$ cat config.mk
export PLATFORM = sky130hd
export DESIGN_NAME = debug_packet_deframer_top_flat
export DESIGN_NICKNAME = d
export VERILOG_FILES = /design/src/rtl/core/dpd_pkg.sv /design/src/rtl/core/dpd_if.sv /design/src/rtl/core/dpd_in_stage.sv /design/src/rtl/core/dpd_engine.sv /design/src/rtl/core/dpd_out_stage.sv /design/src/rtl/core/debug_packet_deframer_top.sv /design/src/flat_wrapper.sv
export SDC_FILE = /design/constraint.sdc
export NUM_CORES = 1
export LEC_CHECK = 0
export ABC_CLOCK_PERIOD_IN_PS = 4150
export BUFFER_PORTS_ARGS = -buffer_cell sky130_fd_sc_hd__buf_4
export CORE_MARGIN = 2
export CORE_UTILIZATION = 60
export DETAILED_ROUTE_END_ITERATION = 8
export PLACE_DENSITY = 0.85
export SLEW_MARGIN = 20
export SYNTH_ARGS = -nofsm -noshare
export SYNTH_HDL_FRONTEND = slang
export SYNTH_HIERARCHICAL = 1
export SYNTH_SLANG_ARGS = --single-unit
$ cat constraint.sdc
create_clock -name i_clk -period 4.15 [get_ports i_clk]
set_input_delay 0.2075 -clock i_clk [delete_from_list [all_inputs] [get_ports i_clk]]
set_output_delay 0.2075 -clock i_clk [all_outputs]
set_load 0.01 [all_outputs]
$ cat src/rtl/core/dpd_pkg.sv
`timescale 1ns / 1ps
// Package for the debug packet deframer: character codes, event and phase
// types, the result word struct and the lenient hex digit decode.
// No dependencies.
package dpd_pkg;

    localparam logic [7:0] CH_ACK   = 8'h2B;  // '+'
    localparam logic [7:0] CH_NAK   = 8'h2D;  // '-'
    localparam logic [7:0] CH_START = 8'h24;  // '$'
    localparam logic [7:0] CH_HASH  = 8'h23;  // '#'
    localparam logic [7:0] CH_BREAK = 8'h03;
    localparam logic [7:0] CH_ZERO  = 8'h30;  // '0'
    localparam logic [7:0] CH_LA    = 8'h61;  // 'a'
    localparam logic [7:0] CH_LF    = 8'h66;  // 'f'
    localparam logic [7:0] CH_UA    = 8'h41;  // 'A'
    localparam logic [7:0] CH_UF    = 8'h46;  // 'F'
    localparam logic [7:0] HEX_TEN  = 8'd10;

    typedef enum logic [3:0] {
        EV_IGNORED = 4'd0,
        EV_PAYLOAD = 4'd1,
        EV_ACK     = 4'd2,
        EV_NAK     = 4'd3,
        EV_START   = 4'd4,
        EV_DIGIT   = 4'd5,
        EV_GOOD    = 4'd6,
        EV_BAD     = 4'd7,
        EV_BREAK   = 4'd8
    } t_event;

    typedef enum logic [1:0] {
        PH_COLLECT = 2'd0,
        PH_DIGIT1  = 2'd1,
        PH_DIGIT2  = 2'd2,
        PH_IDLE    = 2'd3
    } t_phase;

    typedef struct packed {
        t_event     event_res;
        logic [7:0] payload_byte;
        logic [6:0] payload_index;
        logic [7:0] packet_length;
        logic       overflow;
    } t_result;

    // Lenient hex digit: {below '0', low 8 bits of the digit value}.
    function automatic logic [8:0] f_hex_digit(input logic [7:0] ch);
        logic [8:0] res;
        res = {1'b0, 8'(ch - CH_ZERO)};
        if (ch inside {[CH_LA:CH_LF]}) begin
            res = {1'b0, 8'(ch - CH_LA + HEX_TEN)};
        end else if (ch inside {[CH_UA:CH_UF]}) begin
            res = {1'b0, 8'(ch - CH_UA + HEX_TEN)};
        end else if (ch < CH_ZERO) begin
            res[8] = 1'b1;
        end
        return res;
    endfunction

endpackage

$ cat src/rtl/core/dpd_if.sv
`timescale 1ns / 1ps
// Valid/ready channel interfaces for the deframer: received byte words in,
// event words out. Depends on dpd_pkg.
interface dpd_rx_if import dpd_pkg::*; ();
    logic       valid;
    logic       ready;
    logic [7:0] rx_byte;

    modport source (output valid, output rx_byte, input ready);
    modport sink   (input valid, input rx_byte, output ready);
endinterface

interface dpd_ev_if import dpd_pkg::*; ();
    logic       valid;
    logic       ready;
    t_event     event_res;
    logic [7:0] payload_byte;
    logic [6:0] payload_index;
    logic [7:0] packet_length;
    logic       overflow;

    modport source (output valid, output event_res, output payload_byte,
                    output payload_index, output packet_length, output overflow,
                    input ready);
    modport sink   (input valid, input event_res, input payload_byte,
                    input payload_index, input packet_length, input overflow,
                    output ready);
endinterface

$ cat src/rtl/core/dpd_in_stage.sv
`timescale 1ns / 1ps
// Input register of the deframer: holds one received byte word until the
// engine takes it. Depends on dpd_pkg and dpd_rx_if.
module dpd_in_stage import dpd_pkg::*; (
    input  logic         i_clk,
    input  logic         i_rst_n,
    dpd_rx_if.sink       i_rx,
    input  logic         i_take,
    output logic         o_valid,
    output logic [7:0]   o_byte
);
    logic       r_valid;
    logic [7:0] r_byte;

    assign i_rx.ready = !r_valid || i_take;

    always_ff @(posedge i_clk) begin
        if (!i_rst_n) begin
            r_valid <= 1'b0;
        end else if (i_rx.ready) begin
            r_valid <= i_rx.valid;
        end
    end

    always_ff @(posedge i_clk) begin
        if (i_rx.valid && i_rx.ready) begin
            r_byte <= i_rx.rx_byte;
        end
    end

    assign o_valid = r_valid;
    assign o_byte  = r_byte;
endmodule

$ cat src/rtl/core/dpd_engine.sv
`timescale 1ns / 1ps
// Framing engine: packet phase, running sum, position, first checksum digit
// and overflow flag, plus the per-byte decode. Depends on dpd_pkg.
module dpd_engine import dpd_pkg::*; #(
    parameter int BUFFER_DEPTH = 128
) (
    input  logic       i_clk,
    input  logic       i_rst_n,
    input  logic       i_take,
    input  logic [7:0] i_byte,
    output t_result    o_res
);
    localparam int POS_W = $clog2(BUFFER_DEPTH + 1);
    localparam logic [POS_W-1:0] POS_MAX = POS_W'(BUFFER_DEPTH);

    t_phase           r_phase, n_phase;
    logic [7:0]       r_sum, n_sum;
    logic [POS_W-1:0] r_pos, n_pos;
    logic [7:0]       r_first, n_first;
    logic             r_ovf, n_ovf;

    logic [8:0] lo_dig;
    logic [8:0] hi_dig;
    logic       sum_match;

    always_comb begin
        lo_dig    = f_hex_digit(i_byte);
        hi_dig    = f_hex_digit(r_first);
        sum_match = !lo_dig[8] && !hi_dig[8] && (hi_dig[7:4] == 4'd0) &&
                    ((lo_dig[7:0] | {hi_dig[3:0], 4'd0}) == r_sum);
    end

    always_comb begin
        n_phase = r_phase;
        n_sum   = r_sum;
        n_pos   = r_pos;
        n_first = r_first;
        n_ovf   = r_ovf;
        o_res   = '0;
        o_res.event_res = EV_IGNORED;

        if (i_byte == CH_ACK) begin
            o_res.event_res = EV_ACK;
        end else if (i_byte == CH_NAK) begin
            o_res.event_res = EV_NAK;
        end else if (i_byte == CH_START) begin
            n_phase = PH_COLLECT;
            n_sum   = '0;
            n_pos   = '0;
            n_first = '0;
            n_ovf   = 1'b0;
            o_res.event_res = EV_START;
        end else begin
            case (r_phase)
                PH_COLLECT: begin
                    if (i_byte == CH_HASH) begin
                        n_phase = PH_DIGIT1;
                    end else if (i_byte == CH_BREAK) begin
                        n_pos = '0;
                        o_res.event_res = EV_BREAK;
                    end else begin
                        o_res.event_res    = EV_PAYLOAD;
                        o_res.payload_byte = i_byte;
                        n_sum = r_sum + i_byte;
                        if (r_pos < POS_MAX) begin
                            o_res.payload_index = 7'(r_pos);
                            n_pos = r_pos + 1'b1;
                        end else begin
                            n_ovf = 1'b1;
                        end
                    end
                end
                PH_DIGIT1: begin
                    n_first = i_byte;
                    n_phase = PH_DIGIT2;
                    o_res.event_res = EV_DIGIT;
                end
                PH_DIGIT2: begin
                    o_res.packet_length = 8'(r_pos);
                    n_phase = PH_IDLE;
                    if (sum_match) begin
                        o_res.event_res = EV_GOOD;
                        n_sum = '0;
                        n_pos = '0;
                    end else begin
                        o_res.event_res = EV_BAD;
                    end
                end
                default: begin
                end
            endcase
        end
        o_res.overflow = n_ovf;
    end

    always_ff @(posedge i_clk) begin
        if (!i_rst_n) begin
            r_phase <= PH_COLLECT;
            r_sum   <= '0;
            r_pos   <= '0;
            r_first <= '0;
            r_ovf   <= 1'b0;
        end else if (i_take) begin
            r_phase <= n_phase;
            r_sum   <= n_sum;
            r_pos   <= n_pos;
            r_first <= n_first;
            r_ovf   <= n_ovf;
        end
    end

    a_pos_bound: assert property (@(posedge i_clk) disable iff (!i_rst_n)
        r_pos <= POS_MAX)
        else $error("position beyond buffer depth");

    a_start_clears: assert property (@(posedge i_clk) disable iff (!i_rst_n)
        i_take && i_byte == CH_START |=>
            r_phase == PH_COLLECT && r_sum == 8'd0 && r_pos == '0 && !r_ovf)
        else $error("start byte did not clear packet state");

    a_good_clears: assert property (@(posedge i_clk) disable iff (!i_rst_n)
        i_take && o_res.event_res == EV_GOOD |=>
            r_phase == PH_IDLE && r_sum == 8'd0 && r_pos == '0)
        else $error("good packet did not clear sum and position");

    a_bad_keeps: assert property (@(posedge i_clk) disable iff (!i_rst_n)
        i_take && o_res.event_res == EV_BAD |=>
            r_phase == PH_IDLE && $stable(r_sum) && $stable(r_pos))
        else $error("bad packet changed sum or position");
endmodule

$ cat src/rtl/core/dpd_out_stage.sv
`timescale 1ns / 1ps
// Result register of the deframer: holds one event word for the sink.
// Depends on dpd_pkg and dpd_ev_if.
module dpd_out_stage import dpd_pkg::*; (
    input  logic     i_clk,
    input  logic     i_rst_n,
    input  logic     i_load,
    input  t_result  i_res,
    output logic     o_space,
    dpd_ev_if.source o_ev
);
    logic    r_valid;
    t_result r_res;

    assign o_space = !r_valid || o_ev.ready;

    always_ff @(posedge i_clk) begin
        if (!i_rst_n) begin
            r_valid <= 1'b0;
        end else if (o_space) begin
            r_valid <= i_load;
        end
    end

    always_ff @(posedge i_clk) begin
        if (i_load && o_space) begin
            r_res <= i_res;
        end
    end

    assign o_ev.valid         = r_valid;
    assign o_ev.event_res     = r_res.event_res;
    assign o_ev.payload_byte  = r_res.payload_byte;
    assign o_ev.payload_index = r_res.payload_index;
    assign o_ev.packet_length = r_res.packet_length;
    assign o_ev.overflow      = r_res.overflow;
endmodule

$ cat src/rtl/core/debug_packet_deframer_top.sv
`timescale 1ns / 1ps
// Top level of the debug packet deframer: input register, framing engine
// and result register. Depends on dpd_pkg, dpd_if, dpd_in_stage,
// dpd_engine and dpd_out_stage.
//
// Frames $payload#hh packets from a byte stream and gives exactly one event
// word per received byte word. A byte word waits in the input register
// until the result register has space, and is then decoded into the
// result register, which presents its event word to the sink. A new byte
// word is taken every cycle while the sink keeps up, because the packet
// state updates in the same cycle as the decode. Both sides are registered,
// but input ready follows the sink's ready combinationally whenever both
// stage registers are full. Payload beyond BUFFER_DEPTH characters is
// reported with index zero and sets the overflow flag until the next '$'.
module debug_packet_deframer_top import dpd_pkg::*; #(
    parameter int BUFFER_DEPTH = 128
) (
    input  logic     i_clk,
    input  logic     i_rst_n,
    dpd_rx_if.sink   i_rx,
    dpd_ev_if.source o_ev
);
    logic       in_valid;
    logic [7:0] in_byte;
    logic       out_space;
    logic       take;
    t_result    res;

    assign take = in_valid && out_space;

    dpd_in_stage u_in (
        .i_clk   (i_clk),
        .i_rst_n (i_rst_n),
        .i_rx    (i_rx),
        .i_take  (take),
        .o_valid (in_valid),
        .o_byte  (in_byte)
    );

    dpd_engine #(
        .BUFFER_DEPTH (BUFFER_DEPTH)
    ) u_engine (
        .i_clk   (i_clk),
        .i_rst_n (i_rst_n),
        .i_take  (take),
        .i_byte  (in_byte),
        .o_res   (res)
    );

    dpd_out_stage u_out (
        .i_clk   (i_clk),
        .i_rst_n (i_rst_n),
        .i_load  (take),
        .i_res   (res),
        .o_space (out_space),
        .o_ev    (o_ev)
    );
endmodule

$ cat src/flat_wrapper.sv
// flat-port wrapper written by rule: the top's interface ports become plain ports
module debug_packet_deframer_top_flat import dpd_pkg::*;
#(
    parameter int BUFFER_DEPTH = 128
)
  (i_clk, i_rst_n, i_rx_valid, i_rx_rx_byte, i_rx_ready, o_ev_valid, o_ev_event_res, o_ev_payload_byte, o_ev_payload_index, o_ev_packet_length, o_ev_overflow, o_ev_ready);
  dpd_rx_if i_rx_i ();
  dpd_ev_if o_ev_i ();
  input  logic i_clk;
  input  logic i_rst_n;
  input wire logic [$bits(i_rx_i.valid)-1:0] i_rx_valid;
  input wire logic [$bits(i_rx_i.rx_byte)-1:0] i_rx_rx_byte;
  output wire logic [$bits(i_rx_i.ready)-1:0] i_rx_ready;
  output wire logic [$bits(o_ev_i.valid)-1:0] o_ev_valid;
  output wire logic [$bits(o_ev_i.event_res)-1:0] o_ev_event_res;
  output wire logic [$bits(o_ev_i.payload_byte)-1:0] o_ev_payload_byte;
  output wire logic [$bits(o_ev_i.payload_index)-1:0] o_ev_payload_index;
  output wire logic [$bits(o_ev_i.packet_length)-1:0] o_ev_packet_length;
  output wire logic [$bits(o_ev_i.overflow)-1:0] o_ev_overflow;
  input wire logic [$bits(o_ev_i.ready)-1:0] o_ev_ready;
  assign i_rx_i.valid = i_rx_valid;
  assign i_rx_i.rx_byte = i_rx_rx_byte;
  assign i_rx_ready = i_rx_i.ready;
  assign o_ev_valid = o_ev_i.valid;
  assign o_ev_event_res = o_ev_i.event_res;
  assign o_ev_payload_byte = o_ev_i.payload_byte;
  assign o_ev_payload_index = o_ev_i.payload_index;
  assign o_ev_packet_length = o_ev_i.packet_length;
  assign o_ev_overflow = o_ev_i.overflow;
  assign o_ev_i.ready = o_ev_ready;
  debug_packet_deframer_top #(.BUFFER_DEPTH(BUFFER_DEPTH)) u_core (.i_clk(i_clk), .i_rst_n(i_rst_n), .i_rx(i_rx_i), .o_ev(o_ev_i));
endmodule
# [After elaboration in Yosys (flattened, before gate mapping)]
# Index checks and enable logic that the tools add are counted.
[totals] register_bits=65 inputBits=12 elab_cells=125
[op_classes] add_sub_neg=12 order_cmp=11 eq_ne=13 mux=38 n_bitwise=6 reduce_logical=30
[ops] operator="$mux W8" n=12
[ops] operator="$add A8 B4 Y8 const B" n=4
[ops] operator="$eq A8 B6 Y1 const B" n=4
[ops] operator="$ge A8 B7 Y1 const B" n=4
[ops] operator="$le A8 B7 Y1 const B" n=4
[ops] operator="$pmux W8 S2" n=2
[ops] operator="$sub A8 B7 Y8 const B" n=4
[ops] operator="$mux W19" n=1
[ops] operator="$mux W9" n=2
[ops] operator="$lt A8 B6 Y1 const B" n=2
[ops] operator="$sub A8 B6 Y8 const B" n=2
[ops] operator="$mux W15" n=1
[ops] operator="$reduce_and A7 Y1" n=2
[ops] operator="$mux W1" n=13
[ops] operator="$ne A3 B3 Y1 const B" n=4
[ops] operator="$pmux W4 S3" n=1
[ops] operator="$logic_and A1 B1 Y1" n=10
[ops] operator="$add A8 B1 Y8 const B" n=1
[ops] operator="$add A8 B8 Y8" n=1
[ops] operator="$eq A8 B2 Y1 const B" n=1
[ops] operator="$eq A8 B8 Y1" n=1
[ops] operator="$lt A8 B8 Y1 const B" n=1
[ops] operator="$or A8 B8 Y8" n=1
[ops] operator="$mux W7" n=1
[ops] operator="other kinds (22)" n=31

# [Depth between registers and ports, before layout]
[depth] word_depth=12 ltp_mapped=13

# [Modules after synthesis]
# The synthesis kept the hierarchy.
[modules_own_cells] mod="dpd_engine" n_inst=1 cells_each=369 area_per_inst_um2=2979.1 seq_area_each_um2=540.5
[modules_own_cells] mod="dpd_out_stage" n_inst=1 cells_each=33 area_per_inst_um2=898.4 seq_area_each_um2=860.8
[modules_own_cells] mod="dpd_in_stage" n_inst=1 cells_each=13 area_per_inst_um2=297.8 seq_area_each_um2=260.2
[modules_own_cells] mod="debug_packet_deframer_top" n_inst=1 cells_each=1 area_per_inst_um2=6.3 seq_area_each_um2=0.0

# [Worst setup path before layout]
# No wires, ideal clock.
[synth_path] path_kind="register to register" start="register u_core.u_in.r_byte[1], in the netlist u_core/u_in/o_byte[1]" end="register u_core.u_engine.r_sum[1]" arrival_time_ns=3.276 t_required_ns=4.084 setup_slack_ns=0.808 path_stages_with_launch=14 n_path_buf=1 path_cell_list="edfxtp_1 inv_1 ha_1 or3b_4 o221a_4 o21ai_2 mux2i_1 xor2_1 o31ai_2 a2111oi_4 a31oi_4 buf_6 or2_1 a21boi_2"
[synth_via] elab_chain_cells=10
[synth_lines] item="start: declaration" line_no="dpd_in_stage.sv:13" rtl="logic [7:0] r_byte;"
[synth_lines] item="start signal: assignment" line_no="dpd_in_stage.sv:27" rtl="r_byte <= i_rx.rx_byte;"
[synth_lines] item="parallel branches: the longest is 10 deep, another holds $sub A8 B7 Y8"
[synth_lines] item="end signal: assignment" line_no="dpd_engine.sv:105" rtl="r_sum <= n_sum;"
[synth_lines] item="end: declaration" line_no="dpd_engine.sv:17" rtl="logic [7:0] r_sum, n_sum;"
# Several ways; the timed one is not identified. The select of a mux whose other input is x is not followed.
# A chain may end at the register's enable or synchronous reset.

# [Worst setup path in the final report]
[layout_path] start="register u_core.u_in.r_byte[0], in the netlist u_core/u_in/o_byte[0]" end="register u_core.u_engine.r_sum[5]"
# The elaborated chain is that of the path after synthesis.

==> out/qor.txt <==
Status = finished, final reports clean
Post_cts resized = 0
Syn Area/Cell = 10.1 sq um
DR iter-0 viols = 234
Post-route setup TNS = 0 ps
Gate Count Post-Synth = 416
R2R cell count = 12
Worst endpoint data arrival time = 4050 ps
RSZ-0062 raised after global routing = no
Sequential cell area fraction in the yosys report = 0.397
CP Class = reg -> reg
Cts hold-fix bufs = 0
Final worst-path setup slack = 368 ps
Number of setup buffers added after CTS = 0
Final period util = 0.911
Ys flop type = edfxtp_1
Layout cell share with drive strength beyond 1 = 0.212
Worst-Skew Late Latency = 350 ps
Maximum vdd drop = 274 uV
P&R area growth vs syn = 13.9%
Global-route wire length before repair = 14.7 mm
Clock Sinks = 65
Hold Crit Class = in -> reg
Critical R2R Capture = u_core/u_engine/r_sum[5]
Register area = 1660 sq um
H-Tree Depth = 3
RD Place Congestion = 0.903
Core box area = 6760 sq um
Nets = 505
CTS Buf Count = 9
Vias post-DR = 3,320
Final Skew = 9.80 ps
Ys Warns = 6
Final wirelength = 9.21 mm
Pin count of the biggest net entering global routing = 31
Diodes inserted = 0
Initial antenna violation count = 0
Via density = 6.07
DRT antenna net count = 0
Final setup vio count = 0
Worst EP required = 4420 ps
Multi-input gate area = 2350 sq um
Residual DRC count = 0
Crit-path max FO = 16
Seq cells post-synth = 65
Tightest Pin Transition = 590 ps
Startpoint types = register
Hold Crit Endpoint = u_core/u_in/o_byte[2]
Reg2reg start = u_core/u_in/o_byte[0]
TritonCTS clock tree = built
Die width = 87.5 um
Total gr overflow = 0
Syn Nets = 459
Max clock buf depth = 2
Pleak = 0.00187 uW
Ys async rst share = 0
Vias in the first global route = 3,078
Reg2Reg Setup Slack = 370 ps
Detail-routed net length per standard cell = 16.8 um
Reg clk slew, reported paths = 70 ps
Worst hold path depth = 1
Pre-CTS setup slack = 450 ps
Mapped Area = 4180 sq um
Post-synth EDFFs = 36
Port Buffer Count = 41
Max Cap Violations = 0
Power per standard cell area = 330 nW/um^2
Starting Density = 0.619
Fmax = 0.264 GHz
Gr usage total = 0.249
Clock Root Buffer = clkbuf_8
Final Critical Period = 3780 ps
Die Height = 87.5 um
Hold Crit Start = i_rx_rx_byte[2]
Die area = 7650 sq um
Final hold violations = 0
Row count = 30
Hpwl dp = 6.76 mm
Drt pass-1 iters = 5
Critical Path Sink Type = register
# fillers = 514
Final max-slew violation count = 0
Relative slew margins = 0.604
I/O pin total = 42
Synth cell types = 79
cell usage in the layout (no fill, tap or decap), types with 11 or more instances in the layout:
cell type	n
nand2_1	47
buf_4	46
edfxtp_1	36
ha_1	30
dfxtp_1	29
and2_1	24
nor2_1	21
inv_1	20
a21oi_1	19
a21boi_0	13
o21ai_0	12
xnor2_1	11
registers in the layout, indices dropped and copies added (netlist names):
name,count
u_core/u_engine/r_first,8
u_core/u_engine/r_pos,8
u_core/u_engine/r_sum,8
u_core/u_in/o_byte,8
u_core/u_out/o_ev.packet_length,8
u_core/u_out/o_ev.payload_byte,8
u_core/u_out/o_ev.payload_index,7
u_core/u_out/o_ev.event_res,4
u_core/u_engine/r_phase,2
u_core/u_engine/r_ovf,1
u_core/u_in/o_valid,1
u_core/u_out/o_ev.overflow,1
u_core/u_out/o_ev.valid,1
layer usage:
metal | global-route usage | vias to the layer above | part of all wire | routed length, um
met5 | 0 | - | 0 | 0
met4 | 0.0783 | 0 | 0.017 | 161
met3 | 0.0521 | 20 | 0.065 | 602
met2 | 0.378 | 142 | 0.46 | 4260
met1 | 0.355 | 1567 | 0.45 | 4180
li1 | - | 1591 | - | -
power breakdown:
part / leakage [uW] / switching [uW] / internal [uW]
Sequential: 0.000573 / 27.0 / 713
Clock: 0.000116 / 261 / 345
Combinational: 0.00118 / 121 / 103
Total: 0.00187 / 409 / 1160
logic make-up (layout without fill, tap and decap cells):
family | count (synthesis) | in the layout | synth area share
adder cells (fa/ha/maj) | 31 | 31 | 0.0946
AO/OA/AOI/OAI | 101 | 101 | 0.193
flip-flops | 65 | 65 | 0.397
buffers and inverters | 31 | 82 | 0.0401
multiplexers | 5 | 5 | 0.0123
XOR/XNOR | 18 | 18 | 0.0413
AND/OR/NAND/NOR | 165 | 165 | 0.221
worst max-delay path, stage by stage, from the launching register on:
cell,delay [ps]
edfxtp_1,540
inv_1,160
ha_1,210
or3b_4,410
o221a_4,270
o21ai_2,270
mux2i_1,250
xor2_1,200
o31ai_2,110
a2111oi_4,460
a31oi_4,270
or3_1,410
a21boi_1,150
through the flow:
stage | std cells | total power, uW | hold WS, ps | instance area, sq um | util
2_1_floorplan | 416 | 904 | 306 | 4180 | -
3_3_place_gp | 531 | 964 | 386 | 4530 | 0.671
3_5_place_dp | 531 | 974 | 387 | 4530 | 0.671
4_1_cts | 547 | 1580 | 26.6 | 4760 | 0.705
5_1_grt | 547 | 1630 | 21.9 | 4760 | 0.705
6_report | 547 | 1570 | 36.5 | 4760 | 0.705
area by class of cell:
cell class | count | area share
multi-input cells | 320 | 0.494
flip-flops and latches | 65 | 0.349
repair buffers | 46 | 0.0725
clock buffers | 9 | 0.0260
clock inverters | 7 | 0.0216
well taps | 80 | 0.0210
inverters | 20 | 0.0158
worst max path at each step:
| stage | from | endpoint | slack (ps) | cells after the start |
|---|---|---|---|---|
| 5_1_grt | u_core/u_in/o_byte[0] | u_core/u_engine/r_sum[6] | 210 | 12 |
| 3_3_place_gp | u_core/u_in/o_byte[0] | u_core/u_engine/r_sum[3] | 580 | 12 |
| 3_5_place_dp | u_core/u_in/o_byte[0] | u_core/u_engine/r_sum[5] | 450 | 12 |
| 6_report | u_core/u_in/o_byte[0] | u_core/u_engine/r_sum[5] | 370 | 12 |
| 2_1_floorplan | u_core/u_in/o_byte[1] | u_core/u_engine/r_sum[1] | 810 | 13 |
| 4_1_cts | u_core/u_in/o_byte[0] | u_core/u_engine/r_sum[5] | 430 | 12 |
Yosys cell counts (7+ instances only):
cell	number	share of area
dfxtp_1	29	0.14
o21ai_0	12	0.014
and3_1	8	0.012
ha_1	30	0.090
a21oi_1	19	0.023
nand2_1	47	0.042
edfxtp_1	36	0.26
nor2_1	21	0.019
a21boi_0	13	0.023
a31oi_1	7	0.010
and2_1	24	0.036
nand3_1	8	0.0096
inv_1	20	0.018
xnor2_1	11	0.023
or3_1	10	0.015
Note: power is estimated with default switching activity, not from simulation.
